### src/design/aapp_pkg.sv
// Package for the box penetration push pipeline.
// Holds shared constants: default coordinate width, scale factor, axis and register codes.
// No dependencies.
`timescale 1ns / 1ps
`default_nettype none

package aapp_pkg;

    // Default coordinate width (signed Q16.8 at 24 bits)
    localparam int COORD_BITS_DEFAULT = 24;

    // Push scale: overlap * 51 / 256, rounded to nearest
    localparam int SCALE_NUM   = 51;
    localparam int SCALE_SHIFT = 8;
    localparam int SCALE_GROW  = 6;   // bits needed for the product by SCALE_NUM
    localparam int ROUND_BIAS  = 1 << (SCALE_SHIFT - 1);

    localparam int NUM_AXES = 3;

    // Axis codes
    localparam logic [1:0] AXIS_X = 2'd0;
    localparam logic [1:0] AXIS_Y = 2'd1;
    localparam logic [1:0] AXIS_Z = 2'd2;

    // Configuration register indexes
    localparam int CFG_INDEX_BITS = 3;
    localparam logic [CFG_INDEX_BITS-1:0] REG_OWN_CENTER_X = 3'd0;
    localparam logic [CFG_INDEX_BITS-1:0] REG_OWN_CENTER_Y = 3'd1;
    localparam logic [CFG_INDEX_BITS-1:0] REG_OWN_CENTER_Z = 3'd2;
    localparam logic [CFG_INDEX_BITS-1:0] REG_OWN_HALF_X   = 3'd3;
    localparam logic [CFG_INDEX_BITS-1:0] REG_OWN_HALF_Y   = 3'd4;
    localparam logic [CFG_INDEX_BITS-1:0] REG_OWN_HALF_Z   = 3'd5;
    localparam logic [CFG_INDEX_BITS-1:0] REG_GATE_DIST    = 3'd6;

endpackage

`default_nettype wire

### src/design/aapp_square.sv
// Stage 2 of the box penetration push pipeline: squared distances and per-axis overlap.
// Depends on aapp_pkg.
`timescale 1ns / 1ps
`default_nettype none

module aapp_square
    import aapp_pkg::*;
#(
    parameter int COORD_BITS = COORD_BITS_DEFAULT
)
(
    input  wire logic                                  clk,
    input  wire logic                                  rst_n,
    input  wire logic                                  in_valid,
    output logic                                       in_ready,
    input  wire logic [NUM_AXES-1:0][COORD_BITS-1:0]   abs_dist,
    input  wire logic [NUM_AXES-1:0]                   below,
    input  wire logic [NUM_AXES-1:0][COORD_BITS-1:0]   half_sum,
    input  wire logic [NUM_AXES-1:0][COORD_BITS-1:0]   half_min2,
    input  wire logic [COORD_BITS-1:0]                 gate_distance,
    output logic                                       out_valid,
    input  wire logic                                  out_ready,
    output logic [NUM_AXES-1:0][2*COORD_BITS-1:0]      dist_sq,
    output logic [2*COORD_BITS-1:0]                    gate_sq,
    output logic [NUM_AXES-1:0]                        overlap,
    output logic [NUM_AXES-1:0][COORD_BITS-1:0]        ov_len,
    output logic [NUM_AXES-1:0]                        below_out
);

    logic                                    valid_reg;
    logic                                    valid_next;
    logic [NUM_AXES-1:0][COORD_BITS-1:0]     slack;
    logic [NUM_AXES-1:0][2*COORD_BITS-1:0]   dist_sq_next;
    logic [NUM_AXES-1:0]                     overlap_next;
    logic [NUM_AXES-1:0][COORD_BITS-1:0]     ov_len_next;
    logic [2*COORD_BITS-1:0]                 gate_sq_next;
    logic [NUM_AXES-1:0][2*COORD_BITS-1:0]   dist_sq_reg;
    logic [2*COORD_BITS-1:0]                 gate_sq_reg;
    logic [NUM_AXES-1:0]                     overlap_reg;
    logic [NUM_AXES-1:0][COORD_BITS-1:0]     ov_len_reg;
    logic [NUM_AXES-1:0]                     below_reg;

    assign in_ready   = !valid_reg || out_ready;
    assign valid_next = in_ready ? in_valid : valid_reg;

    always_comb
    begin
        gate_sq_next = {{COORD_BITS{1'b0}}, gate_distance}
                     * {{COORD_BITS{1'b0}}, gate_distance};
        for (int a = 0; a < NUM_AXES; a++)
        begin
            dist_sq_next[a] = {{COORD_BITS{1'b0}}, abs_dist[a]}
                            * {{COORD_BITS{1'b0}}, abs_dist[a]};
            // touching faces count as overlapping
            overlap_next[a] = (abs_dist[a] <= half_sum[a]);
            // overlap length: clip by the shorter box when one contains the other
            slack[a]        = half_sum[a] - abs_dist[a];
            ov_len_next[a]  = (slack[a] < half_min2[a]) ? slack[a] : half_min2[a];
        end
    end

    always_ff @(posedge clk or negedge rst_n)
    begin
        if (!rst_n)
        begin
            valid_reg <= 1'b0;
        end
        else
        begin
            valid_reg <= valid_next;
        end
    end

    always_ff @(posedge clk)
    begin
        if (in_ready)
        begin
            dist_sq_reg <= dist_sq_next;
            gate_sq_reg <= gate_sq_next;
            overlap_reg <= overlap_next;
            ov_len_reg  <= ov_len_next;
            below_reg   <= below;
        end
    end

    assign out_valid = valid_reg;
    assign dist_sq   = dist_sq_reg;
    assign gate_sq   = gate_sq_reg;
    assign overlap   = overlap_reg;
    assign ov_len    = ov_len_reg;
    assign below_out = below_reg;

endmodule

`default_nettype wire

### config.mk
export PLATFORM = sky130hd
export DESIGN_NAME = aapp_square
export DESIGN_NICKNAME = d
export VERILOG_FILES = /design/src/design/aapp_pkg.sv /design/src/design/aapp_square.sv
export SDC_FILE = /design/constraint.sdc
export NUM_CORES = 2
export LEC_CHECK = 0
export CORE_MARGIN = 8
export CORE_UTILIZATION = 30
export DETAILED_ROUTE_END_ITERATION = 8
export DONT_BUFFER_PORTS = 1
export SLEW_MARGIN = 25
export SYNTH_ARGS = -nofsm -noshare
export SYNTH_HDL_FRONTEND = slang
export SYNTH_SLANG_ARGS = --single-unit
export TNS_END_PERCENT = 100
### constraint.sdc
create_clock -name clk -period 10.6 [get_ports clk]
set_input_delay 1.59 -clock clk [delete_from_list [all_inputs] [get_ports clk]]
set_output_delay 1.59 -clock clk [all_outputs]
set_load 0.01 [all_outputs]
=== Yosys cells after proc, flatten, opt, wreduce, memory -nomap -nowiden ===
Cells that the tools add are included.

* Logic and storage cells: 28
* Register bits: 271
* ROM bits: 0
* Output and inout bits: 272
* Bits in writable memories: 0
* Latch bits: 0
* Memories: 0

* Eq/ne operators: 0
* $add $sub $neg: 3
* Shift operators: 0
* $mul: 4
* Reductions and logical operators: 2
* Divide/modulo/power cells: 0
* Order comparisons: 6
* Multiplexer cells: 3
* Bitwise gates (word level): 0

{| class="wikitable"
|+ Operator list
! operator !! number
|-
| $mul 24x24->48 || 4
|-
| $le 24x24->1 || 3
|-
| $lt 24x24->1 || 3
|-
| $mux 24 || 3
|-
| $sub 24x24->24 || 3
|-
| $logic_not 1->1 || 1
|-
| $logic_or 1x1->1 || 1
|}

=== Depth between registers and ports, before layout ===
* Word-level depth: 3
* Depth in mapped cells: 30

=== Worst setup path before layout ===
No wires, ideal clock.

* Path type: input to output
* Start: in out_ready
* End: out in_ready
* Arrival time: 8.041 ns
* Stages: 1
* Setup slack: 0.969 ns
* Required time: 9.010 ns
* Cells stage by stage: nand2b_1

* Word-level cells in the longest chain between the ends: 1

{| class="wikitable"
|+ Ends and longest elaborated chain
! element !! RTL line !! source
|-
| from (decl) || aapp_square.sv:22 || <nowiki>input wire logic out_ready,</nowiki>
|-
| $logic_or 1x1->1 || aapp_square.sv:43 || <nowiki>assign in_ready = !valid_reg || out_ready;</nowiki>
|-
| to (decl) || aapp_square.sv:15 || <nowiki>output logic in_ready,</nowiki>
|}

No other way between the ends.

==> results.toml <==
[outcome]
status = "finished clean"

[critical_path]
crit_slowest_cell = "inv_1"
endpoint_kind = "flip-flop"
cp_common_cell = "fa_1"
critPathMaxFanout = 15
worst-path-buf-inv = 5
regToRegStartpoint = "out_valid"
reg2reg_depth = 3
criticalPathCategory = "input port to flip-flop"
cpPeakStageDelay_ns = 0.57
critPathRequiredTime_ns = 10.98
start_kind = "input port"
cp.arrival_ns = 9.13
r2r_slack_ns = 8.00
worst_r2r_endpoint = "gate_sq[39]"
crit_chain = "inv_1 > nor2_1 > fa_1 > inv_1 > fa_1 > inv_1 > fa_1 > fa_1 > fa_1 > fa_1 > inv_1 > fa_1 > inv_1 > ha_1 > and4_1 > nor3b_1 > a32oi_1 > o21ai_1 > a221o_1 > a2111oi_4 > o41ai_2 > a221o_1 > a21oi_1 > xnor2_1"
critPathTopFamily = "adder cells"

[die]
num_rows = 188
start_util = 0.301
core_sq_mm = 0.261
die_h_microns = 528
die_w_microns = 528
ioPinCount = 519
die_area_sq_mm = 0.279

[finish]
layout_common_cells = "inv_1 (2521), fa_1 (1691), ha_1 (848)"
largest_reg_flops = 141
synthToLayoutAreaGrowth_pct = 6.31
multiInputGateArea_sq_mm = 0.0602
nNetsFinal = 11005
fillers = 27122
layout_commonest_cell = "inv_1"
regArea_sq_mm = 0.00801
drive_gt1_frac = 0.0255

[clock_tree]
ctsRootBufferMaster = "clkbuf_16"
clk_latency_ns = 0.65
postCtsHoldBufs = 0
cts_repair_resize_count = 0
htreeDepth = 2
cts_made_buffers = 38
cts_num_sinks = 267
cts_setup_buffers = 0
cts_tree = "built"
clk_pin_slew_worst_paths_ns = 0.06
cts.path.max_buffers = 3

[run]
drv_cap = 0

[global_route]
use_met2 = 0.261
busiest_layer = "met2"
grt_antenna_before_repair = 13
first_global_vias = 58555
grt_start_max_net_pins = 66
grt_usage = 0.158
grt.overflow.total = 0
met1_usage = 0.205
grt_first_pass_wirelength_microns = 343000
gr-usage-met3 = 0.0367

[yosys]
synth_mux_area_frac = 0.0113
synth_seq_cells = 267
synth_cell_type_count = 80
seq_area_frac_synth = 0.102
synthSimpleGateAreaFrac = 0.0931
postSynthAreaPerCell_sq_um = 9.38
yosys.area_share.xor_xnor = 0.0290
netlist_instances = 8380
yosysWarnings = 0
synth_flop_cell = "edfxtp_1"
syn_area_sq_mm = 0.0786
async_flop_share = 0.00375
synth_top_family_by_area = "adder cells"
synth_edf_count = 266
synth_compound_area_frac = 0.0659
synth_adder_area_share = 0.566

[drt]
routedWlPerCell_microns = 18.6
drtIter0Drc = 3181
viasPerCell = 4.58
postRouteAntennaNets = 0
drcViolationCount = 0
wl_microns = 219000
first_pass_iters = 5
vias = 53920

[timing]
fin_skew_ns = 0.0285
max_slew_margin = 0.404
tns_ns = 0
worst_slew_pin_slew_ns = 0.883
rsz0062_at_grt = "false"
fin_crit_ns = 8.75
finalMaxSlewViolations = 0
period_share = 0.826
fmax_mhz = 114
final-setup-viol-count = 0
hold_viol = 0

[placed_design]
place_congestion = 0.903
port_buffers = 0
dpl.hpwl_microns = 184000

[hold_path]
hold_path.class = "input port to async pin"
cell type report:
class / count / area share
diodes: 6 / 0.000180
clock buffers: 45 / 0.0125
clock inverters: 18 / 0.00184
inverters: 2544 / 0.114
multi-input cells: 5340 / 0.720
flip-flops and latches: 267 / 0.0959
well taps: 3515 / 0.0526
repair buffers: 28 / 0.00252
worst max path at each step:
stage / to / slack, ns / from / cells after the start
floorplan: in_ready / 0.97 / out_ready / 1
global placement: dist_sq[44] / 1.35 / abs_dist[14] / 26
detailed placement: dist_sq[94] / 1.25 / abs_dist[25] / 24
CTS: dist_sq[94] / 1.96 / abs_dist[25] / 24
global route: dist_sq[141] / 1.48 / abs_dist[56] / 27
finish: dist_sq[94] / 1.85 / abs_dist[25] / 24
per-stage QoR:
| stage | worst slack (ns) | cells | cell area (sq um) | hold slack (ns) | util |
|---|---|---|---|---|---|
| 3_3_place_gp | 1.35 | 11694 | 82300 | 0.848 | 0.315 |
| 4_1_cts | 1.96 | 11757 | 83500 | 0.571 | 0.320 |
| 5_1_grt | 1.48 | 11759 | 83500 | 0.594 | 0.320 |
| 2_1_floorplan | 0.969 | 8383 | 78600 | 1.29 | - |
| 6_report | 1.85 | 11763 | 83500 | 0.663 | 0.320 |
| 3_5_place_dp | 1.25 | 11694 | 82300 | 0.853 | 0.315 |
synth_stat cells (37+ instances only):
cell type | n | area share
inv_1 | 2521 | 0.12
fa_1 | 1691 | 0.43
ha_1 | 848 | 0.14
nand2_1 | 733 | 0.035
nor2_1 | 497 | 0.024
edfxtp_1 | 266 | 0.10
a21oi_1 | 253 | 0.016
clkbuf_1 | 206 | 0.0098
xnor2_1 | 169 | 0.019
a21o_1 | 164 | 0.016
and2_1 | 162 | 0.013
o21ai_0 | 126 | 0.0080
xor2_1 | 91 | 0.010
mux2_2 | 70 | 0.010
nand3_1 | 50 | 0.0032
nor2b_1 | 41 | 0.0033
o21bai_1 | 38 | 0.0036
nand2b_1 | 37 | 0.0029
metal layers:
metal  part of all wire  vias up  wire length (microns)
met5            0.00032        -                     69
met4              0.040       10                   8820
met3              0.080      319                  17400
met2               0.47     1692                 102000
met1               0.41    27221                  90500
li1                   -    24678                      -
cells by family (layout without fill, tap and decap cells):
| logic type | count (synthesis) | in the layout |
|---|---|---|
| muxes | 80 | 80 |
| AOI/OAI and AO/OA | 791 | 791 |
| buffers and inverters | 2776 | 2635 |
| and+or+nand+nor | 1666 | 1666 |
| xor gates and xnor gates | 260 | 260 |
| DFF | 267 | 267 |
| other | 1 | 10 |
| adders and majority gates | 2539 | 2539 |
Power is left out: the tool's default activity adds up to more than one toggle a clock period on the data nets, which glitch-free logic cannot reach.
