===== src/design/aapp_pkg.sv =====
// Package for the box penetration push pipeline.
// Holds shared constants: default coordinate width, scale factor, axis and register codes.
// No dependencies.
`timescale 1ns / 1ps
`default_nettype none

package aapp_pkg;

    // Default coordinate width (signed Q16.8 at 24 bits)
    localparam int COORD_BITS_DEFAULT = 24;

    // Push scale: overlap * 51 / 256, rounded to nearest
    localparam int SCALE_NUM   = 51;
    localparam int SCALE_SHIFT = 8;
    localparam int SCALE_GROW  = 6;   // bits needed for the product by SCALE_NUM
    localparam int ROUND_BIAS  = 1 << (SCALE_SHIFT - 1);

    localparam int NUM_AXES = 3;

    // Axis codes
    localparam logic [1:0] AXIS_X = 2'd0;
    localparam logic [1:0] AXIS_Y = 2'd1;
    localparam logic [1:0] AXIS_Z = 2'd2;

    // Configuration register indexes
    localparam int CFG_INDEX_BITS = 3;
    localparam logic [CFG_INDEX_BITS-1:0] REG_OWN_CENTER_X = 3'd0;
    localparam logic [CFG_INDEX_BITS-1:0] REG_OWN_CENTER_Y = 3'd1;
    localparam logic [CFG_INDEX_BITS-1:0] REG_OWN_CENTER_Z = 3'd2;
    localparam logic [CFG_INDEX_BITS-1:0] REG_OWN_HALF_X   = 3'd3;
    localparam logic [CFG_INDEX_BITS-1:0] REG_OWN_HALF_Y   = 3'd4;
    localparam logic [CFG_INDEX_BITS-1:0] REG_OWN_HALF_Z   = 3'd5;
    localparam logic [CFG_INDEX_BITS-1:0] REG_GATE_DIST    = 3'd6;

endpackage

`default_nettype wire


===== src/design/aapp_pick.sv =====
// Stage 3 of the box penetration push pipeline: distance gate, hit and axis choice.
// Depends on aapp_pkg.
`timescale 1ns / 1ps
`default_nettype none

module aapp_pick
    import aapp_pkg::*;
#(
    parameter int COORD_BITS = COORD_BITS_DEFAULT
)
(
    input  wire logic                                  clk,
    input  wire logic                                  rst_n,
    input  wire logic                                  in_valid,
    output logic                                       in_ready,
    input  wire logic [NUM_AXES-1:0][2*COORD_BITS-1:0] dist_sq,
    input  wire logic [2*COORD_BITS-1:0]               gate_sq,
    input  wire logic [NUM_AXES-1:0]                   overlap,
    input  wire logic [NUM_AXES-1:0][COORD_BITS-1:0]   ov_len,
    input  wire logic [NUM_AXES-1:0]                   below,
    output logic                                       out_valid,
    input  wire logic                                  out_ready,
    output logic                                       hit,
    output logic [1:0]                                 axis,
    output logic [COORD_BITS-1:0]                      ov_sel,
    output logic                                       below_sel
);

    logic                      valid_reg;
    logic                      valid_next;
    logic [2*COORD_BITS+1:0]   dist_sum;
    logic                      hit_next;
    logic [1:0]                axis_next;
    logic [COORD_BITS-1:0]     ov_sel_next;
    logic                      below_sel_next;
    logic                      hit_reg;
    logic [1:0]                axis_reg;
    logic [COORD_BITS-1:0]     ov_sel_reg;
    logic                      below_sel_reg;

    assign in_ready   = !valid_reg || out_ready;
    assign valid_next = in_ready ? in_valid : valid_reg;

    always_comb
    begin
        dist_sum = {2'b00, dist_sq[0]} + {2'b00, dist_sq[1]} + {2'b00, dist_sq[2]};
        hit_next = (&overlap) && (dist_sum < {2'b00, gate_sq});
        // X only if strictly smallest, else Y if below Z, else Z
        if ((ov_len[0] < ov_len[1]) && (ov_len[0] < ov_len[2]))
        begin
            axis_next      = AXIS_X;
            ov_sel_next    = ov_len[0];
            below_sel_next = below[0];
        end
        else if (ov_len[1] < ov_len[2])
        begin
            axis_next      = AXIS_Y;
            ov_sel_next    = ov_len[1];
            below_sel_next = below[1];
        end
        else
        begin
            axis_next      = AXIS_Z;
            ov_sel_next    = ov_len[2];
            below_sel_next = below[2];
        end
    end

    always_ff @(posedge clk or negedge rst_n)
    begin
        if (!rst_n)
        begin
            valid_reg <= 1'b0;
        end
        else
        begin
            valid_reg <= valid_next;
        end
    end

    always_ff @(posedge clk)
    begin
        if (in_ready)
        begin
            hit_reg       <= hit_next;
            axis_reg      <= axis_next;
            ov_sel_reg    <= ov_sel_next;
            below_sel_reg <= below_sel_next;
        end
    end

    assign out_valid = valid_reg;
    assign hit       = hit_reg;
    assign axis      = axis_reg;
    assign ov_sel    = ov_sel_reg;
    assign below_sel = below_sel_reg;

endmodule

`default_nettype wire


===== config.mk =====
export PLATFORM = sky130hd
export DESIGN_NAME = aapp_pick
export DESIGN_NICKNAME = d
export VERILOG_FILES = /design/src/design/aapp_pkg.sv /design/src/design/aapp_pick.sv
export SDC_FILE = /design/constraint.sdc
export NUM_CORES = 1
export LEC_CHECK = 0
export BUFFER_PORTS_ARGS = -buffer_cell sky130_fd_sc_hd__buf_4
export CORE_ASPECT_RATIO = 0.8
export CORE_MARGIN = 8
export CORE_UTILIZATION = 57
export CTS_BUF_LIST = sky130_fd_sc_hd__clkbuf_8
export DETAILED_ROUTE_END_ITERATION = 7
export GPL_TIMING_DRIVEN = 0
export PLACE_DENSITY = 0.93
export SLEW_MARGIN = 20
export SYNTH_ARGS = -nofsm -noshare
export SYNTH_HDL_FRONTEND = slang
export SYNTH_SLANG_ARGS = --single-unit

===== constraint.sdc =====
create_clock -name clk -period 2.8 [get_ports clk]
set_input_delay 0.14 -clock clk [delete_from_list [all_inputs] [get_ports clk]]
set_output_delay 0.14 -clock clk [all_outputs]
set_load 0.005 [all_outputs]

### After elaboration in Yosys (flattened, before gate mapping)

Cells that the tools add are included.

* logic and storage cells: 21
* register bits after elaboration: 29
* output and inout port bits: 30
* input bits: 274

* $lt $le $gt $ge: 4
* mux-type cells: 5
* add/sub/neg operators: 2
* reduce and logical (&&, ||, !) cells: 5

Operator list (number)
* $lt A24 B24 Y1: 3
* $add A49 B48 Y50: 1
* $lt A50 B48 Y1: 1
* $add A48 B48 Y49: 1
* $mux W24: 2
* $reduce_and A3 Y1: 1
* $logic_and A1 B1 Y1: 2
* $mux W1: 2
* $mux W2: 1
* $logic_not A1 Y1: 1
* $logic_or A1 B1 Y1: 1

### Depth between registers and ports, before layout

* depth in word-level cells: 4
* mapped depth: 22
* depth with buffers taken out: 22

### Least setup slack after synthesis

Ideal clock, no wire load.

* kind: input-to-reg
* start point: input port dist_sq[1] (netlist name)
* end point: register hit_reg (netlist: hit), data pin
* stages: 20
* arrival: 4.374 ns
* slack: -1.704 ns
* required time: 2.670 ns
* library setup time: 0.130 ns
* cell sequence: fa_1 > ha_1 > fa_1 > a21o_1 > a221o_1 > a31oi_2 > o21ai_2 > a31oi_4 > o21ai_2 > a221oi_2 > xnor2_1 > ha_1 > a21o_1 > a21o_1 > a211o_1 > a21o_1 > a21oi_1 > nor2_1 > nor4_1 > o211a_1

* cells in the longest elaborated chain, start to end: 4

Ends and longest elaborated chain
* from (decl): line aapp_pick.sv:16 `input wire logic [NUM_AXES-1:0][2*COORD_BITS-1:0] dist_sq,`
* $add A48 B48 Y49: line aapp_pick.sv:46 `dist_sum = {2'b00, dist_sq[0]} + {2'b00, dist_sq[1]} + {2'b00, dist_sq[2]};`
* $add A49 B48 Y50: line aapp_pick.sv:46
* $lt A50 B48 Y1: line aapp_pick.sv:47 `hit_next = (&overlap) && (dist_sum < {2'b00, gate_sq});`
* $logic_and A1 B1 Y1: line aapp_pick.sv:47
* via hit_next: line aapp_pick.sv:32 `logic hit_next;`
* to (signal assigned): line aapp_pick.sv:85 `hit_reg <= hit_next;`
* to (decl): line aapp_pick.sv:36 `logic hit_reg;`

The timed path passes the listed nets, and every way through them passes these cells.
A chain may end at the register's enable or synchronous reset.

### Worst setup path in the final report

Ends and elaborated chain as after synthesis.

==> impl_metrics.json <==
{
  "finalHoldViolations": 0,
  "synth-seq-cells": 29,
  "dieWidth_um": 152.6,
  "finalSetupViolations": 1,
  "max_freq_mhz": 221.8,
  "grt_pass1_vias": 9272,
  "finClkSkew_ns": 0.004215,
  "cp_max_fo": 3,
  "diodes": 0,
  "ys_async_sr_fraction_pct": 3.448,
  "cts_buffers": 5,
  "ir_drop_uv": 250.7,
  "crit_end": "hit",
  "vias": 9130,
  "cts.sinks": 29,
  "grt_use_total_pct": 29.73,
  "final_util_pct": 77.89,
  "worstReg2RegStart": "out_valid",
  "power_density_mw_per_mm2": 419.9,
  "dp_hpwl_um": 24530,
  "avgSynthCellArea_sq_um": 8.635,
  "critPathLaunchType": "input pin",
  "n_fill_cell": 1018,
  "insertion_delay_ns": 0.31,
  "initial_utilization_pct": 57.42,
  "power.leakage_nw": 5.798,
  "largest_reg_flops": 24,
  "io_pins": 304,
  "synth.area.top_cells": "ha_1 24%, fa_1 12%, edfxtp_1 9.9%, a21o_1 4.8%, inv_1 4.7%",
  "synth_ff_type": "edfxtp_1",
  "slew_violations": 0,
  "antenna_left": 0,
  "synth_edf_count": 28,
  "worst-r2r-cell-count": 2,
  "fin_crit_sh_pct": 161.0,
  "port-buffer-count": 303,
  "fp-row-count": 40,
  "yosysSeqAreaShare_pct": 10.18,
  "dp.cells": 1478,
  "cp.arrival_ns": 4.58,
  "slew_headroom_pct": 58.56,
  "drc_errors": 0,
  "min_path_cells": 2,
  "place_area_sq_mm": 0.01105,
  "grt_first_pass_wirelength_um": 46890,
  "place.gp.congestion": 0.9499,
  "r2r-end": "ov_sel[7]",
  "r2r_setup_slack_ns": 1.58,
  "drive_gt1_share_pct": 31.98,
  "drt-total-wl_um": 29850,
  "fin_ws_ns": -1.708,
  "synth_top_area_cell": "ha_1",
  "grt_setup_unrepaired": "true",
  "wire_per_inst_um": 19.91,
  "hold_path.class": "input pin to flop",
  "crit_path_end_kind": "flop",
  "design_area_sq_mm": 0.01154,
  "cap_violations": 0,
  "finalNonFillerCells": 1499,
  "worst_slew_pin_slew_ns": 0.6197,
  "yosysWarnings": 0,
  "die_h_um": 125.3,
  "violations": "negative setup slack",
  "grt_max_degree": 20,
  "synth_nets": 1471,
  "clk_transition_reported_paths_ns": 0.08,
  "core_sq_mm": 0.01481,
  "viasPerCell": 6.091,
  "fin_nets": 1795,
  "status": "finished with violations",
  "yosysMostFrequentCell": "ha_1",
  "cp_data_required_time_ns": 2.87,
  "synth_top_cells_by_count": "163 x ha_1, 106 x inv_1, 73 x a21oi_1, 58 x nand2_1",
  "synth_cell_type_count": 67,
  "syn_to_final_growth_pct": 35.66,
  "htree_levels": 2,
  "dr.pass1.iters": 7,
  "syn-cell-area_sq_mm": 0.008506,
  "clock_path_buffers": 2,
  "critPathKind": "input pin to flop",
  "antenna_found_initial": 0,
  "fin_crit_ns": 4.508,
  "cts_tree": "yes",
  "worstHoldStart": "in_valid",
  "critPathLaunch": "dist_sq[1]",
  "yosysTopAreaCellShare_pct": 23.98,
  "drt_iter0_drc": 799,
  "fp.dieArea_sq_mm": 0.01911,
  "overflow": 0,
  "dp_slack_ns": -2.300,
  "synth_cells": 985,
  "clock-root-buffer": "clkbuf_8"
}
-- metrics by stage --
stage,TNS [ns],hold WS (ns),power (mW)
6_report,-1.708,0.01838,4.845
5_1_grt,-1.905,0.02210,5.223
4_1_cts,-1.583,0.02425,4.689
3_5_place_dp,-6.807,-0.08402,3.987
3_3_place_gp,-6.685,-0.08454,3.870
2_1_floorplan,-1.527,-0.1556,2.905
-- metal layers --
metal  GRT usage [%]  wire length, um
met5               0                0
met1           36.83            12260
met2           50.86            14190
met4           9.408              959
met3           6.299             2439
-- worst max-delay path, stage by stage --
cell      delay (ns)
buf_4           0.12
fa_1            0.51
ha_4            0.19
fa_2            0.34
a21o_1          0.20
a221o_1         0.35
nand3_2         0.12
buf_4           0.11
nand4_1         0.18
nand4_1         0.20
a21oi_1         0.13
a221oi_2        0.27
xnor2_1         0.13
ha_1            0.31
nand4_1         0.12
nor4_2          0.28
nand2_1         0.15
nor3_2          0.21
o211ai_1        0.14
a21oi_2         0.17
nor4_2          0.08
o211a_1         0.12
-- how the worst min path moves through the flow --
| stage | endpoint | slack, ns |
|---|---|---|
| after floorplan | out_valid | -0.16 |
| after global placement | out_valid | -0.08 |
| after detailed placement | out_valid | -0.08 |
| after CTS | out_valid | 0.02 |
| after global routing | out_valid | 0.02 |
| final | out_valid | 0.02 |
-- power by group --
part	internal [mW]	switching, mW
Sequential	0.562	0.0199
Combinational	1.79	1.98
Clock	0.287	0.208
Total	2.64	2.21
-- final cells by class --
class | instances | area (sq um) | share of cell area (%)
repair buffers | 319 | 2421 | 20.98
clock inverters | 2 | 33.78 | 0.2928
inverters | 106 | 397.9 | 3.448
plain buffers | 28 | 151.4 | 1.312
well taps | 189 | 236.5 | 2.049
clock buffers | 6 | 82.58 | 0.7157
multi-input cells | 820 | 7350 | 63.70
flip-flops and latches | 29 | 865.8 | 7.504
-- kinds of logic after synthesis --
kind of cell / synth area share [%]
AOI/OAI and AO/OA: 22.57
and+or+nand+nor: 14.02
adders and majority gates: 35.51
buffers and inverters: 6.487
muxes: 6.605
xor gates and xnor gates: 4.634
DFF: 10.18
-- what timing repair did --
action                                 4_1_cts  5_1_grt
hold buffers                                 1        0
endpoints found under the hold margin        1        0
resized for setup                           38       12
setup endpoints to repair                    1       19
pin swaps                                   35        3
setup buffers                               13        1
cloned                                       0        0
-- placed cells by master, fill, tap and decap left out, types with 4 or more instances in the layout --
cell      Yosys  routed
and2_1        9       8
mux2_2       17      17
edfxtp_1     28      28
o21a_1        6       6
xor2_1       17      17
buf_6         3       4
mux2i_1      25      25
a211o_1       6       6
buf_4         3     320
o211ai_1     30      30
a21o_1       54      54
a21oi_1      73      65
buf_2         6       4
o21bai_1      4       4
mux2_4        8       8
o21ai_1      12      13
nand4_1      50      50
xnor2_1      28      28
nor2b_1      13      12
inv_1       106     107
clkbuf_8      0       6
a21oi_2       1       8
nand3_1       7       4
a211oi_1     11      11
nand2_1      58      58
nor3_1       11      10
and3_1        9       8
clkbuf_1     18      16
nor2_1       54      54
fa_1         49      47
o21ai_0      31      29
nand2b_1     13      12
ha_4          0       4
a31oi_1       9       6
ha_1        163     157
Power figures use the tool's default switching activity.
