--- config.mk ---
export PLATFORM = sky130hd
export DESIGN_NAME = aapp_prep
export DESIGN_NICKNAME = d
export VERILOG_FILES = /design/src/design/aapp_pkg.sv /design/src/design/aapp_prep.sv
export SDC_FILE = /design/constraint.sdc
export NUM_CORES = 1
export LEC_CHECK = 0
export ABC_AREA = 1
export BUFFER_PORTS_ARGS = -buffer_cell sky130_fd_sc_hd__buf_2
export CAP_MARGIN = 10
export CORE_MARGIN = 2
export CORE_UTILIZATION = 56
export CTS_CLUSTER_DIAMETER = 80
export DETAILED_ROUTE_END_ITERATION = 8
export GPL_ROUTABILITY_DRIVEN = 0
export PLACE_DENSITY = 0.82
export SYNTH_ARGS = -nofsm -noshare
export SYNTH_HDL_FRONTEND = slang
export SYNTH_SLANG_ARGS = --single-unit
--- constraint.sdc ---
create_clock -name clk -period 12.69 [get_ports clk]
set_clock_uncertainty 0.2 [all_clocks]
set_input_delay 3.1725 -clock clk [delete_from_list [all_inputs] [get_ports clk]]
set_output_delay 3.1725 -clock clk [all_outputs]
set_load 0.02 [all_outputs]
--- src/design/aapp_pkg.sv ---
// Package for the box penetration push pipeline.
// Holds shared constants: default coordinate width, scale factor, axis and register codes.
// No dependencies.
`timescale 1ns / 1ps
`default_nettype none

package aapp_pkg;

    // Default coordinate width (signed Q16.8 at 24 bits)
    localparam int COORD_BITS_DEFAULT = 24;

    // Push scale: overlap * 51 / 256, rounded to nearest
    localparam int SCALE_NUM   = 51;
    localparam int SCALE_SHIFT = 8;
    localparam int SCALE_GROW  = 6;   // bits needed for the product by SCALE_NUM
    localparam int ROUND_BIAS  = 1 << (SCALE_SHIFT - 1);

    localparam int NUM_AXES = 3;

    // Axis codes
    localparam logic [1:0] AXIS_X = 2'd0;
    localparam logic [1:0] AXIS_Y = 2'd1;
    localparam logic [1:0] AXIS_Z = 2'd2;

    // Configuration register indexes
    localparam int CFG_INDEX_BITS = 3;
    localparam logic [CFG_INDEX_BITS-1:0] REG_OWN_CENTER_X = 3'd0;
    localparam logic [CFG_INDEX_BITS-1:0] REG_OWN_CENTER_Y = 3'd1;
    localparam logic [CFG_INDEX_BITS-1:0] REG_OWN_CENTER_Z = 3'd2;
    localparam logic [CFG_INDEX_BITS-1:0] REG_OWN_HALF_X   = 3'd3;
    localparam logic [CFG_INDEX_BITS-1:0] REG_OWN_HALF_Y   = 3'd4;
    localparam logic [CFG_INDEX_BITS-1:0] REG_OWN_HALF_Z   = 3'd5;
    localparam logic [CFG_INDEX_BITS-1:0] REG_GATE_DIST    = 3'd6;

endpackage

`default_nettype wire

--- src/design/aapp_prep.sv ---
// Stage 1 of the box penetration push pipeline: center distance, below flags and half-extent sums.
// Depends on aapp_pkg.
`timescale 1ns / 1ps
`default_nettype none

module aapp_prep
    import aapp_pkg::*;
#(
    parameter int COORD_BITS = COORD_BITS_DEFAULT
)
(
    input  wire logic                                  clk,
    input  wire logic                                  rst_n,
    input  wire logic                                  in_valid,
    output logic                                       in_ready,
    input  wire logic [NUM_AXES-1:0][COORD_BITS-1:0]   own_center,
    input  wire logic [NUM_AXES-1:0][COORD_BITS-2:0]   own_half,
    input  wire logic [NUM_AXES-1:0][COORD_BITS-1:0]   other_center,
    input  wire logic [NUM_AXES-1:0][COORD_BITS-2:0]   other_half,
    output logic                                       out_valid,
    input  wire logic                                  out_ready,
    output logic [NUM_AXES-1:0][COORD_BITS-1:0]        abs_dist,
    output logic [NUM_AXES-1:0]                        below,
    output logic [NUM_AXES-1:0][COORD_BITS-1:0]        half_sum,
    output logic [NUM_AXES-1:0][COORD_BITS-1:0]        half_min2
);

    logic                                  valid_reg;
    logic                                  valid_next;
    logic [NUM_AXES-1:0][COORD_BITS:0]     diff;
    logic [NUM_AXES-1:0][COORD_BITS-1:0]   abs_dist_next;
    logic [NUM_AXES-1:0]                   below_next;
    logic [NUM_AXES-1:0][COORD_BITS-1:0]   half_sum_next;
    logic [NUM_AXES-1:0][COORD_BITS-1:0]   half_min2_next;
    logic [NUM_AXES-1:0][COORD_BITS-1:0]   abs_dist_reg;
    logic [NUM_AXES-1:0]                   below_reg;
    logic [NUM_AXES-1:0][COORD_BITS-1:0]   half_sum_reg;
    logic [NUM_AXES-1:0][COORD_BITS-1:0]   half_min2_reg;
    logic [NUM_AXES-1:0][COORD_BITS:0]     diff_neg;

    assign in_ready   = !valid_reg || out_ready;
    assign valid_next = in_ready ? in_valid : valid_reg;

    always_comb
    begin
        for (int a = 0; a < NUM_AXES; a++)
        begin
            // target minus own, one bit wider than a coordinate
            diff[a]     = {other_center[a][COORD_BITS-1], other_center[a]}
                        - {own_center[a][COORD_BITS-1], own_center[a]};
            diff_neg[a] = -diff[a];
            abs_dist_next[a] = diff[a][COORD_BITS] ? diff_neg[a][COORD_BITS-1:0]
                                                   : diff[a][COORD_BITS-1:0];
            // own center strictly below target center
            below_next[a] = !diff[a][COORD_BITS] && (diff[a] != '0);
            half_sum_next[a] = {1'b0, own_half[a]} + {1'b0, other_half[a]};
            half_min2_next[a] = (own_half[a] < other_half[a]) ? {own_half[a], 1'b0}
                                                              : {other_half[a], 1'b0};
        end
    end

    always_ff @(posedge clk or negedge rst_n)
    begin
        if (!rst_n)
        begin
            valid_reg <= 1'b0;
        end
        else
        begin
            valid_reg <= valid_next;
        end
    end

    always_ff @(posedge clk)
    begin
        if (in_ready)
        begin
            abs_dist_reg  <= abs_dist_next;
            below_reg     <= below_next;
            half_sum_reg  <= half_sum_next;
            half_min2_reg <= half_min2_next;
        end
    end

    assign out_valid = valid_reg;
    assign abs_dist  = abs_dist_reg;
    assign below     = below_reg;
    assign half_sum  = half_sum_reg;
    assign half_min2 = half_min2_reg;

endmodule

`default_nettype wire

### Yosys cells after proc, flatten, opt, wreduce, memory -nomap -nowiden

Index checks and enable logic that the tools add are counted.

| cells by class | value |
|---|---|
| add/sub/neg operators | 9 |
| multipliers | 0 |
| div/mod/pow operators | 0 |
| order comparisons | 3 |
| eq/ne operators | 0 |
| shift operators | 0 |
| muxes and demuxes | 6 |
| bitwise gates (word level) | 0 |
| reduce and logical (&&, ||, !) cells | 11 |

Operators with widths:

| operator | number |
|---|---|
| $mux 24 | 6 |
| $reduce_bool 25->1 | 3 |
| $sub 24x24->25 | 3 |
| $add 23x23->24 | 3 |
| $neg 24->24 | 3 |
| $lt 23x23->1 | 3 |
| $logic_not 1->1 | 4 |
| $logic_and 1x1->1 | 3 |
| $logic_or 1x1->1 | 1 |

| storage, ports and cells | value |
|---|---|
| register bits after elaboration | 220 |
| bits in latches | 0 |
| bits in writable memories | 0 |
| memory bits (read-only) | 0 |
| bits of input ports | 286 |
| memories | 0 |

### Logic depth before layout (Yosys ltp)

| depth | value |
|---|---|
| depth in word-level cells | 3 |
| gate-level depth with buffers | 20 |
| gate-level depth less buffers | 20 |

### Worst setup path before layout

No wires, ideal clock.

| path | value |
|---|---|
| path kind | input port to output port |
| start | input out_ready |
| end | output in_ready |
| arrival | 7885 ps |
| data required time | 9318 ps |
| path slack | 1432 ps |
| stages on the path | 2 |
| path buffers | 0 |
| path through | inv_1 -> nand2_1 |

| on the way | value |
|---|---|
| word-level cells in the longest chain between the ends | 1 |

Ends and longest elaborated chain:

| item | RTL line | text |
|---|---|---|
| from (decl) | aapp_prep.sv:21 | `input wire logic out_ready,` |
| $logic_or 1x1->1 | aapp_prep.sv:41 | `assign in_ready = !valid_reg \|\| out_ready;` |
| to (decl) | aapp_prep.sv:15 | `output logic in_ready,` |

Every way passes these cells.

### Worst setup path in the final report

Ends and elaborated chain as after synthesis.

==> results.txt <==
* First-pass GRT wire length: 99700 um
- Of the total synthesized cell area, the portion taken by XOR and XNOR cells is 4.72%.
* Met1 Track Usage GR: 37.2%
* Maximum buffer depth of the clock tree: 3
- WP buf/inv: 3
- CP max stage delay: 0.69 ns
- Post-CTS Resized: 0
- Cells fill 68.0% of the core in the end.
- The root buffer cell chosen for the clock tree is sky130_fd_sc_hd__clkbuf_16.
* Count of state elements after synthesis: 217
- Via count: 21600
- Launching element type of the critical path: primary input
* Total routing usage reported by global routing: 32.0%
* Vertical extent of the die: 195 um
- Result of the run: finished clean
- Critical Path Most Common Cell: sky130_fd_sc_hd__buf_2
- Clock tree synthesis inserted a total of 26 buffers.
* Critical path endpoint category: output pin
* Measured slew at the worst slew-check pin: 1.10 ns
* I/O pin count: 507
- Once the floorplan was initialized, standard cells occupied 57.2% of the core.
* Compound-gate portion of the synthesized area: 9.14%
- Most used flip-flop cell after synthesis: sky130_fd_sc_hd__edfxtp_1
- For this design the static power due to leakage is 0.0133 uW.
* Peak supply drop: 79.4 uV
- Clock tree synthesis found a total of 217 sinks.
* TritonCTS clock tree: built
- Post-Synthesis Mean Instance Area: 6.96 um^2
* Number of nets in the layout: 3947
* Top cells by area in the synthesized netlist: sky130_fd_sc_hd__edfxtp_1, sky130_fd_sc_hd__nand2_1, sky130_fd_sc_hd__ha_1, sky130_fd_sc_hd__inv_1, sky130_fd_sc_hd__a21oi_1
- Path depth of the worst reg2reg path: 2
* Met3 track demand over resource in global routing: 4.73%
* Hold worst-path end: out_valid$_DFFE_PN0P_
* Share of flip-flops with an asynchronous set or reset after synthesis: 0.461%
- The detail route stage leaves a number of antenna-violating nets equal to 0.
- Biggest fanout along the worst timing path: 68
- Post-synthesis adder-cell area fraction: 13.6%
- Total setup violations reported at the end of the flow: 0
- Cells traversed along the worst timing path: buf_2, inv_1, nand2_4, buf_2
- Horizontal die dimension: 195 um
- Total of max-cap violations: 0
- In this run the critical register-to-register path is captured at half_min2[5]$_DFFE_PP_.
- Hold path startpoint: out_valid$_DFFE_PN0P_
* Final Hold Vio Count: 0
- Multiplexer cells account for 0% of the synthesized area.
- Time the worst path needs with I/O delays and setup: 7.73 ns
- After synthesis, the largest family of logic cells by area is simple AND/OR/NAND/NOR gates.
- Summing every instance area after synthesis gives 20400 um^2.
- Of the total synthesized cell area, the portion taken by AND, OR, NAND and NOR gates is 29.1%.
* DRC violations left: 0
* Cell family contributing the most delay on the critical path: simple AND/OR/NAND/NOR gates
* Aggregate global routing overflow: 0
- Compared with the post-synthesis result, the final layout area differs by 18.9%.
- The number of different library cells used by synthesis comes to 44.
* Die Footprint: 38000 um^2
* Number of max-slew violations in the final report: 0
- The detailed router finished its first iteration with 1570 violations.
* H-tree depth: 1
* Worst Path Required: 9.32 ns
- Slowest cell on crit path: sky130_fd_sc_hd__nand2_4
- For this run, the number of Yosys warnings is 0.
- For this run, the register share of the synthesized area comes to 31.9%.
- The global routing stage identified its most utilized layer as met2.
- The initial antenna violation count came to 13.
* RSZ-0062 raised after global routing: false
- Dividing the final minimum period by the clock period gives 60.9%.
* Clock latency on the worst-skew pair: 0.56 ns
- Using the TritonRoute via totals, the vias-per-cell ratio works out to 5.49.
- Data arrival, critical path: 4.35 ns
- The worst hold path was traced through 2 stages.
- In this run, post-CTS hold repair placed 0 buffers.
- After clock tree synthesis, the clock-pin slew on the worst setup and hold paths is 0.07 ns.
- Counting flops with a built-in enable in the synthesized netlist gives 216.
- Synth top area share: 31.8%
* Cell with the most instances after synthesis: sky130_fd_sc_hd__nand2_1
- Port Buf Inserts: 503
- Final-layout setup total negative slack: 0 ns
- In this run the critical register-to-register path is launched from out_valid$_DFFE_PN0P_.
- Before antenna repair, the detailed router went through 8 iterations.
- Fmax: 0.129 GHz
- After legalization and detailed placement, the total HPWL measured 51000 um.
- Maximum number of pins on one net before global-route repair: 87
- Across all register-to-register paths, the minimum setup slack is 9.93 ns.
- The number of global-route vias before repair is 20700.
- Worst Setup Path Type: primary input to output pin
* Post-CTS Setup Inserts: 0
* Share of final-layout standard cells stronger than drive strength 1: 16.5%
- Sorting the synthesized cells by how often they occur yields sky130_fd_sc_hd__nand2_1, sky130_fd_sc_hd__inv_1, sky130_fd_sc_hd__nor2_1.
* Worst slew slack as a fraction of its limit: 26.6%
- Per-cell routed wire length: 16.0 um
* Cells after Synth: 2934
- Met2 global-route usage: 57.3%
* Power Dens Cells: 122 nW/um^2
- In this run the worst hold path is classified as register to register.
- The core region is 35700 um^2.
* Final routed wirelength across all metal layers: 62900 um
- In this run the core area contains 69 standard-cell rows.
- The largest total area in the synthesized netlist belongs to sky130_fd_sc_hd__edfxtp_1.
-- power by group --
group,switching [uW],internal [uW]
Combinational,807,372
Sequential,50.5,975
Clock,318,447
Total,1180,1800
-- worst max-delay path by stage --
stage / startpoint / to / depth (start not counted)
CTS: out_ready / in_ready / 4
floorplan: out_ready / in_ready / 2
global placement: out_ready / in_ready / 4
finish: out_ready / in_ready / 4
detailed placement: out_ready / in_ready / 4
global route: out_ready / in_ready / 4
-- logic make-up (layout without fill, tap and decap cells) --
group                    after synthesis  in the layout
AND/OR/NAND/NOR                     1430           1430
buffers and inverters                615           1140
AO/OA/AOI/OAI                        344            344
adder cells (fa/ha/maj)              219            219
flip-flops                           217            217
XOR/XNOR                             108            108
other                                  1             12
-- cell type report --
type | instances | area [um^2]
flip-flops and latches | 217 | 6510
clock buffers | 28 | 679
clock inverters | 19 | 180
well taps | 461 | 577
repair buffers | 508 | 2550
diodes | 9 | 22.5
multi-input cells | 2104 | 11600
inverters | 585 | 2200
fillers | 2969 | 11400
-- layer usage --
metal  vias to the layer above  wire length, um
li1                      10400                -
met5                         -               51
met4                         8             3180
met1                      9833            23100
met3                       197             5770
met2                      1134            30700
-- layout by cell type, fill, tap and decap left out, types with 4 or more instances in the layout --
master and n:
sky130_fd_sc_hd__fa_1 6, sky130_fd_sc_hd__xor2_1 97, sky130_fd_sc_hd__a21oi_1 226, sky130_fd_sc_hd__nand3b_1 13, sky130_fd_sc_hd__and2_1 6, sky130_fd_sc_hd__diode_2 9
sky130_fd_sc_hd__nor4_1 10, sky130_fd_sc_hd__clkinv_2 6, sky130_fd_sc_hd__edfxtp_1 216, sky130_fd_sc_hd__o211ai_1 5, sky130_fd_sc_hd__nor2_1 287, sky130_fd_sc_hd__nand2_2 13
sky130_fd_sc_hd__ha_1 213, sky130_fd_sc_hd__nand3_1 194, sky130_fd_sc_hd__inv_1 583, sky130_fd_sc_hd__clkbuf_16 27, sky130_fd_sc_hd__o21bai_1 10, sky130_fd_sc_hd__o21ai_1 8
sky130_fd_sc_hd__nand2_1 816, sky130_fd_sc_hd__a31oi_1 4, sky130_fd_sc_hd__buf_4 5, sky130_fd_sc_hd__o21ai_0 55, sky130_fd_sc_hd__a21boi_0 5, sky130_fd_sc_hd__clkinv_1 5
sky130_fd_sc_hd__a21o_1 4, sky130_fd_sc_hd__o31ai_1 7, sky130_fd_sc_hd__nand4_1 56, sky130_fd_sc_hd__xnor2_1 10, sky130_fd_sc_hd__o21a_1 8, sky130_fd_sc_hd__nor3_1 27
sky130_fd_sc_hd__buf_2 503
-- worst register-to-register path, cell delays in order (launching register included) --
cell,delay [ns]
sky130_fd_sc_hd__dfrtp_1,0.41
sky130_fd_sc_hd__nand2_4,0.71
sky130_fd_sc_hd__buf_4,0.97
-- stage by stage --
step	total power (uW)	instance area (um^2)	setup slack, ns	hold slack (ns)	cells
after floorplan	1820	20400	1.43	2.68	2936
after global placement	2160	23400	4.98	0.930	3875
after detailed placement	2190	23400	4.96	0.989	3875
after CTS	2960	24300	4.96	0.995	3922
after global routing	3130	24300	4.89	1.06	3929
final	2970	24300	4.96	0.961	3931
Power figures use the tool's default switching activity.
