$ cat src/design/aapp_pkg.sv
// Package for the box penetration push pipeline.
// Holds shared constants: default coordinate width, scale factor, axis and register codes.
// No dependencies.
`timescale 1ns / 1ps
`default_nettype none

package aapp_pkg;

    // Default coordinate width (signed Q16.8 at 24 bits)
    localparam int COORD_BITS_DEFAULT = 24;

    // Push scale: overlap * 51 / 256, rounded to nearest
    localparam int SCALE_NUM   = 51;
    localparam int SCALE_SHIFT = 8;
    localparam int SCALE_GROW  = 6;   // bits needed for the product by SCALE_NUM
    localparam int ROUND_BIAS  = 1 << (SCALE_SHIFT - 1);

    localparam int NUM_AXES = 3;

    // Axis codes
    localparam logic [1:0] AXIS_X = 2'd0;
    localparam logic [1:0] AXIS_Y = 2'd1;
    localparam logic [1:0] AXIS_Z = 2'd2;

    // Configuration register indexes
    localparam int CFG_INDEX_BITS = 3;
    localparam logic [CFG_INDEX_BITS-1:0] REG_OWN_CENTER_X = 3'd0;
    localparam logic [CFG_INDEX_BITS-1:0] REG_OWN_CENTER_Y = 3'd1;
    localparam logic [CFG_INDEX_BITS-1:0] REG_OWN_CENTER_Z = 3'd2;
    localparam logic [CFG_INDEX_BITS-1:0] REG_OWN_HALF_X   = 3'd3;
    localparam logic [CFG_INDEX_BITS-1:0] REG_OWN_HALF_Y   = 3'd4;
    localparam logic [CFG_INDEX_BITS-1:0] REG_OWN_HALF_Z   = 3'd5;
    localparam logic [CFG_INDEX_BITS-1:0] REG_GATE_DIST    = 3'd6;

endpackage

`default_nettype wire

$ cat src/design/aapp_push.sv
// Stage 4 of the box penetration push pipeline: scale, sign and output register.
// Depends on aapp_pkg.
`timescale 1ns / 1ps
`default_nettype none

module aapp_push
    import aapp_pkg::*;
#(
    parameter int COORD_BITS = COORD_BITS_DEFAULT
)
(
    input  wire logic                     clk,
    input  wire logic                     rst_n,
    input  wire logic                     in_valid,
    output logic                          in_ready,
    input  wire logic                     hit_in,
    input  wire logic [1:0]               axis,
    input  wire logic [COORD_BITS-1:0]    ov_sel,
    input  wire logic                     below_sel,
    output logic                          out_valid,
    input  wire logic                     out_ready,
    output logic                          hit,
    output logic [COORD_BITS-1:0]         push_x,
    output logic [COORD_BITS-1:0]         push_y,
    output logic [COORD_BITS-1:0]         push_z
);

    localparam int ProdBits = COORD_BITS + SCALE_GROW;
    localparam int MagBits  = ProdBits - SCALE_SHIFT;

    logic                     valid_reg;
    logic                     valid_next;
    logic [ProdBits-1:0]      prod;
    logic [MagBits-1:0]       mag;
    logic [COORD_BITS-1:0]    mag_ext;
    logic [COORD_BITS-1:0]    value;
    logic [COORD_BITS-1:0]    push_x_next;
    logic [COORD_BITS-1:0]    push_y_next;
    logic [COORD_BITS-1:0]    push_z_next;
    logic                     hit_reg;
    logic [COORD_BITS-1:0]    push_x_reg;
    logic [COORD_BITS-1:0]    push_y_reg;
    logic [COORD_BITS-1:0]    push_z_reg;

    assign in_ready   = !valid_reg || out_ready;
    assign valid_next = in_ready ? in_valid : valid_reg;

    always_comb
    begin
        prod    = {{SCALE_GROW{1'b0}}, ov_sel} * ProdBits'(SCALE_NUM)
                + ProdBits'(ROUND_BIAS);
        mag     = prod[ProdBits-1:SCALE_SHIFT];
        mag_ext = {{(COORD_BITS-MagBits){1'b0}}, mag};
        // push away from the target: negative when own center lies below
        value   = below_sel ? -mag_ext : mag_ext;
        push_x_next = '0;
        push_y_next = '0;
        push_z_next = '0;
        if (hit_in)
        begin
            case (axis)
                AXIS_X:  push_x_next = value;
                AXIS_Y:  push_y_next = value;
                AXIS_Z:  push_z_next = value;
                default: push_z_next = value;
            endcase
        end
    end

    always_ff @(posedge clk or negedge rst_n)
    begin
        if (!rst_n)
        begin
            valid_reg <= 1'b0;
        end
        else
        begin
            valid_reg <= valid_next;
        end
    end

    always_ff @(posedge clk)
    begin
        if (in_ready)
        begin
            hit_reg    <= hit_in;
            push_x_reg <= push_x_next;
            push_y_reg <= push_y_next;
            push_z_reg <= push_z_next;
        end
    end

    assign out_valid = valid_reg;
    assign hit       = hit_reg;
    assign push_x    = push_x_reg;
    assign push_y    = push_y_reg;
    assign push_z    = push_z_reg;

endmodule

`default_nettype wire
$ cat config.mk
export PLATFORM = sky130hd
export DESIGN_NAME = aapp_push
export DESIGN_NICKNAME = d
export VERILOG_FILES = /design/src/design/aapp_pkg.sv /design/src/design/aapp_push.sv
export SDC_FILE = /design/constraint.sdc
export NUM_CORES = 1
export LEC_CHECK = 0
export BUFFER_PORTS_ARGS = -buffer_cell sky130_fd_sc_hd__buf_2
export CAP_MARGIN = 20
export CORE_MARGIN = 2
export CORE_UTILIZATION = 55
export DETAILED_ROUTE_END_ITERATION = 10
export GPL_TIMING_DRIVEN = 0
export PLACE_DENSITY_LB_ADDON = 0.1
export SLEW_MARGIN = 0
export SYNTH_ARGS = -nofsm -noshare
export SYNTH_HDL_FRONTEND = slang
export SYNTH_SLANG_ARGS = --single-unit
$ cat constraint.sdc
create_clock -name clk -period 4.5 [get_ports clk]
set_clock_uncertainty 0.1 [all_clocks]
set_input_delay 0.9 -clock clk [delete_from_list [all_inputs] [get_ports clk]]
set_output_delay 0.9 -clock clk [all_outputs]
set_load 0.05 [all_outputs]
* After elaboration in Yosys (flattened, before gate mapping)
Cells that the tools add are included.
** Operators by class
- Add/sub/neg operators :: 2
- Multiply operators :: 1
- Div/mod/pow operators :: 0
- Order comparisons :: 0
- Eq/ne operators :: 1
- Shifts and indexed selects :: 0
- Muxes and demuxes :: 1
- Bitwise operators :: 1
- Reduce and logical (&&, ||, !) cells :: 6
** Operator list (number)
- $add A30 B8 Y30 const B :: 1
- $mul A24 B6 Y30 const B :: 1
- $mux W24 :: 1
- $neg A22 Y24 :: 1
- $reduce_and A2 Y1 :: 2
- $reduce_or A3 Y1 :: 1
- $eq A2 B1 Y1 const B :: 1
- $logic_not A2 Y1 :: 1
- $logic_not A1 Y1 :: 1
- $logic_or A1 B1 Y1 :: 1
- $not A1 Y1 :: 1
** Word-level totals
- Flip-flop bits (word level) :: 74
- Bits in latches :: 0
- Bits in writable memories :: 0
- ROM bits :: 0
- Output and inout bits :: 75
- Memories kept :: 0

* Depth between registers and ports, before layout
- Word-level depth :: 4
- Depth in mapped cells :: 19

* Worst setup path after synthesis
No wires, ideal clock.
- Kind :: input to register
- From :: input ov_sel[2]
- To :: register push_y_reg[20], in the netlist push_y[20] (data pin)
- Arrival :: 5171 ps
- Data required time :: 4143 ps
- Slack :: -1028 ps
- Stages on the path :: 18
- Path buffers :: 0
- Cell sequence :: inv_1 -> ha_1 -> inv_1 -> fa_1 -> fa_1 -> fa_1 -> ha_1 -> o21ai_2 -> a221oi_1 -> nor2_1 -> xor2_1 -> ha_1 -> nor4bb_1 -> o211ai_1 -> and2_1 -> nor3_2 -> mux2i_1 -> nand2_1
** On the way
- Longest elaborated chain between the ends :: 4
** RTL lines
- from (decl) :: RTL line aapp_push.sv:18 : input wire logic [COORD_BITS-1:0] ov_sel,
- $mul A24 B6 Y30 * :: RTL line aapp_push.sv:50 : prod = {{SCALE_GROW{1'b0}}, ov_sel} * ProdBits'(SCALE_NUM)
- $add A30 B8 Y30 * :: RTL line aapp_push.sv:51 : + ProdBits'(ROUND_BIAS);
- $neg A22 Y24 :: RTL line aapp_push.sv:55 : value = below_sel ? -mag_ext : mag_ext;
- $mux W24 * :: RTL line aapp_push.sv:55
- to (signal assigned) :: RTL line aapp_push.sv:88 : push_y_reg <= push_y_next;
- to (decl) :: RTL line aapp_push.sv:42 : logic [COORD_BITS-1:0] push_y_reg;
Every way passes the cells marked *; elsewhere a longest branch is shown, timed or not.
A chain may end at the register's enable or synchronous reset.

* Final worst setup path
- From :: input ov_sel[5]
- To :: register push_x_reg[18], in the netlist push_x[18] (data pin)
** On the way
- Longest elaborated chain between the ends :: 4
** RTL lines
- $mul A24 B6 Y30 * :: RTL line aapp_push.sv:50
- $add A30 B8 Y30 * :: RTL line aapp_push.sv:51
- $neg A22 Y24 :: RTL line aapp_push.sv:55
- $mux W24 * :: RTL line aapp_push.sv:55
- to (signal assigned) :: RTL line aapp_push.sv:87 : push_x_reg <= push_x_next;
- to (decl) :: RTL line aapp_push.sv:41 : logic [COORD_BITS-1:0] push_x_reg;
Marked as above.

==> run_results.csv <==
group,metric,value,unit
detailed_routing,wl_met1,7430,microns
timing,final-setup-viol-count,69,
yosys,simple_gate_share_of_the_synthesized_area,16.7,%
yosys,post_synthesis_share_of_cell_area_spent_on_xor_and_xnor_gates,3.75,%
power,sw_frac_of_total,49.4,%
yosys,yosys_warnings,0,
clock_network,cts_tree,"done",
yosys,cell_type_with_the_largest_total_area_after_synthesis,"edfxtp_1",
clock_network,worst_setup_hold_path_clk_slew,50,ps
floorplan,area_of_the_core,12000,sq um
yosys,number_of_flops_mapped_to_enable_cells_by_yosys,73,
detailed_routing,drt-initial-drc-count,476,
worst_setup_path,critical_path.max_fanout,4,
detailed_routing,post_drt_wl_per_cell,18.5,microns
cells_and_area,layout-drive-gt1-share,42.1,%
power,seqPwrFrac,13.9,%
power,power_frac_clock,10.6,%
timing,fin_worst_hold_slack,236,ps
grt,grt_antenna_before_repair,0,
detailed_routing,via_count,5764,
cells_and_area,area_growth,39.4,%
timing,worst_slack,-1080,ps
power,peakVddDrop,0.366,mV
place,place_worst_setup_slack,-1800,ps
yosys,synth_cell_type_count,77,
floorplan,design.portCount,107,
yosys,synth_nets,819,
place,detailed_place_hpwl,12600,microns
yosys,synth_compound_gate_area_share,13.5,%
floorplan,die-area,13200,sq um
yosys,average_footprint_of_a_synthesized_cell,10.2,sq um
status,run_status,"finished with violations",
yosys,yosys.area_share.adder,27.7,%
timing,report.final.slew_viol_count,0,
detailed_routing,detail-route-antenna-nets,0,
detailed_routing,post-route-drc-count,0,
grt,overflow,0,
clock_network,clkLatencyLatePin,330,ps
yosys,dominantRegCellSynth,"edfxtp_1",
place,gp_routability_congestion,0.919,
cells_and_area,multi_input_comb_area,5310,sq um
worst_setup_path,type_of_the_worst_setup_path,"in -> reg",
floorplan,die_h,115,microns
yosys,post_synth_mux_area_share,0.445,%
cells_and_area,seq_area,2220,sq um
worst_setup_path,r2r_slack,2890,ps
detailed_routing,drt_wl_total,18100,microns
place,port-buffer-count,106,
grt,first_global_vias,5621,
clock_network,htree_levels,3,
clock_network,clock-sinks,74,
run,max_cap_viol_count,0,
timing,timing.slew.headroom,32.8,%
yosys,async_flop_share,1.35,%
yosys,combinational_family_with_the_most_area_after_synthesis,"adder cells",
clock_network,ctsLongestPathBuffers,2,
power,power.static_leakage,4.23,nW
worst_setup_path,worst_r2r_path_depth,1,
grt,grt_pass1_wl,27500,microns
timing,rsz0062_at_grt,"true",
min_path,timing.hold.worst.class,"in -> async",
yosys,part_of_the_yosys_area_used_for_sequential_elements,32.9,%
yosys,register_bit_total_from_synthesis,74,
clock_network,root_buffer,"clkbuf_16",
worst_setup_path,critPathArrivalTime,5540,ps
power,powerDensity,743,nW/um^2
yosys,post_synth_inst_count,661,
floorplan,die_width,115,microns
worst_setup_path,crit_path_start_kind,"primary input",
cells_and_area,antenna_diodes,0,
grt,pin_count_of_the_biggest_net_entering_global_routing,76,
power,switchingPower,3.46,mW
floorplan,placement_rows,40,
worst_setup_path,r2r-start,"out_valid",
detailed_routing,drt-pass1-iter-count,7,
grt,grt_usage,26.6,%
detailed_routing,vias_per_cell,5.89,
timing,finalCritPeriodShare,124,%
power,p_int,3.53,mW
detailed_routing,top_layer_used,"met4",
worst_setup_path,reg2reg_to,"push_z[11]",
status,failed_checks,"setup timing",
clock_network,numCtsBuffers,9,
detailed_routing,detailroute.wirelength.met2,9270,microns
floorplan,initial_core_util,56.2,%
yosys,ys_top_cells_by_area,"edfxtp_1, ha_1, fa_1",
cells_and_area,fin_nets,984,
power,share_comb_of_total_power,75.5,%
yosys,post_synth_instance_area,6750,sq um
worst_setup_path,cp.required,4460,ps
cells_and_area,fillerInstances,746,
timing,tightestPinTransition,1010,ps
timing,max_freq,179,MHz
yosys,area_share_of_the_largest_cell_type_after_synthesis,32.5,%
timing,min_period,5580,ps
timing,final_hold_viol_count,0,
worst_setup_path,setup.worst_path.end_class,"flop",
detailed_routing,route.met3.wl,731,microns
## worst max path at each step
stage | to | start | cells past startpoint | slack (ps)
3_3_place_gp | push_x[18] | ov_sel[2] | 19 | -1640
3_5_place_dp | push_x[18] | ov_sel[2] | 19 | -1800
2_1_floorplan | push_x[21] | ov_sel[2] | 16 | -890
5_1_grt | push_z[18] | ov_sel[5] | 21 | -1190
4_1_cts | push_z[15] | ov_sel[2] | 17 | -960
6_report | push_x[18] | ov_sel[5] | 21 | -1080
## cells in the final DEF (no fill, tap or decap), types with 5 or more instances in the layout
| cell type | netlist | layout |
|---|---|---|
| a21oi_2 | 1 | 12 |
| nor2_1 | 85 | 81 |
| inv_1 | 66 | 54 |
| xnor2_2 | 1 | 12 |
| nand4_1 | 6 | 6 |
| and2_4 | 0 | 5 |
| ha_4 | 0 | 23 |
| clkbuf_1 | 14 | 10 |
| ha_2 | 0 | 5 |
| a22oi_2 | 1 | 5 |
| buf_2 | 1 | 101 |
| nor3_2 | 2 | 5 |
| buf_4 | 1 | 44 |
| o21ai_1 | 3 | 13 |
| edfxtp_1 | 73 | 73 |
| o31ai_4 | 0 | 6 |
| clkbuf_16 | 0 | 9 |
| xor2_1 | 9 | 6 |
| o21ai_0 | 28 | 9 |
| a21oi_1 | 29 | 15 |
| nand3_1 | 20 | 15 |
| ha_1 | 87 | 59 |
| buf_6 | 2 | 13 |
| nor3_4 | 1 | 5 |
| a21o_1 | 6 | 6 |
| fa_1 | 39 | 36 |
| inv_2 | 0 | 8 |
| o21ai_2 | 2 | 8 |
| and2_1 | 8 | 5 |
| nand2_1 | 35 | 31 |
## per-layer routing
metal / up-vias / track usage, %
met3: 50 / 3.16
met5: - / 0
li1: 2713 / -
met1: 2787 / 32.8
met4: 0 / 11.4
met2: 214 / 47.5
## metrics by stage
stage	TNS [ps]	total power, mW	area, sq um	util, %	std cells
6_report	-52370	6.99	9400	78.3	978
4_1_cts	-43520	6.41	8990	74.8	959
3_5_place_dp	-90990	4.82	7830	65.2	914
2_1_floorplan	-42960	4.03	7110	-	661
3_3_place_gp	-84590	4.75	7820	65.1	914
5_1_grt	-60360	7.39	9400	78.3	978
## power by group through the flow
stage                     Combinational (mW)  Clock, mW  Sequential (mW)
after global routing                    5.64      0.772            0.981
after CTS                               4.70      0.739            0.971
after detailed placement                3.83          0            0.983
after global placement                  3.77          0            0.980
after floorplan                         2.56          0             1.46
final                                   5.28      0.743            0.969
## what timing repair did
item,in CTS,in global routing
buffers inserted,32,19
pin swaps,62,41
gates resized for setup,117,63
hold buffers,0,0
setup endpoints to repair,69,69
## Yosys cell counts, drive strengths merged (6+ instances only)
master / instances
ha: 87
nor2: 85
edfxtp: 73
inv: 66
fa: 39
nand2: 35
o21ai: 33
a21oi: 30
nand3: 21
xnor2: 19
clkbuf: 15
nor3: 14
and2: 10
xor2: 9
a22oi: 7
nand2b: 7
nand4: 7
o21a: 7
o31ai: 7
or3: 7
a21o: 6
or2: 6
## worst max-delay path: stages
cell and delay (ps):
buf_8 110, ha_4 280, inv_2 40, fa_1 540
inv_2 40, fa_2 390, fa_2 610, ha_4 180
clkinvlp_4 160, buf_6 150, a22oi_2 290, nor2_1 130
or2_4 260, ha_4 170, nor4bb_4 150, o211ai_1 220
buf_4 200, nand4b_1 170, o31ai_4 80, xnor2_2 360
nor2_1 100
## layout make-up
cell class                 count  share of cell area (%)
buffer                        16                    1.17
clock buffer                  10                    2.44
clock inverter                 6                   0.865
inverter                      66                    2.83
multi-input combinational    502                    56.5
sequential                    74                    23.6
tap                          147                    1.96
timing repair buffer         157                    10.7
## logic make-up after synthesis
| group | Yosys count |
|---|---|
| AND/OR/NAND/NOR | 220 |
| AO/OA/AOI/OAI | 125 |
| flip-flops | 74 |
| buffers and inverters | 85 |
| XOR/XNOR | 28 |
| adder cells (fa/ha/maj) | 126 |
| multiplexers | 3 |
Power figures use the tool's default switching activity.
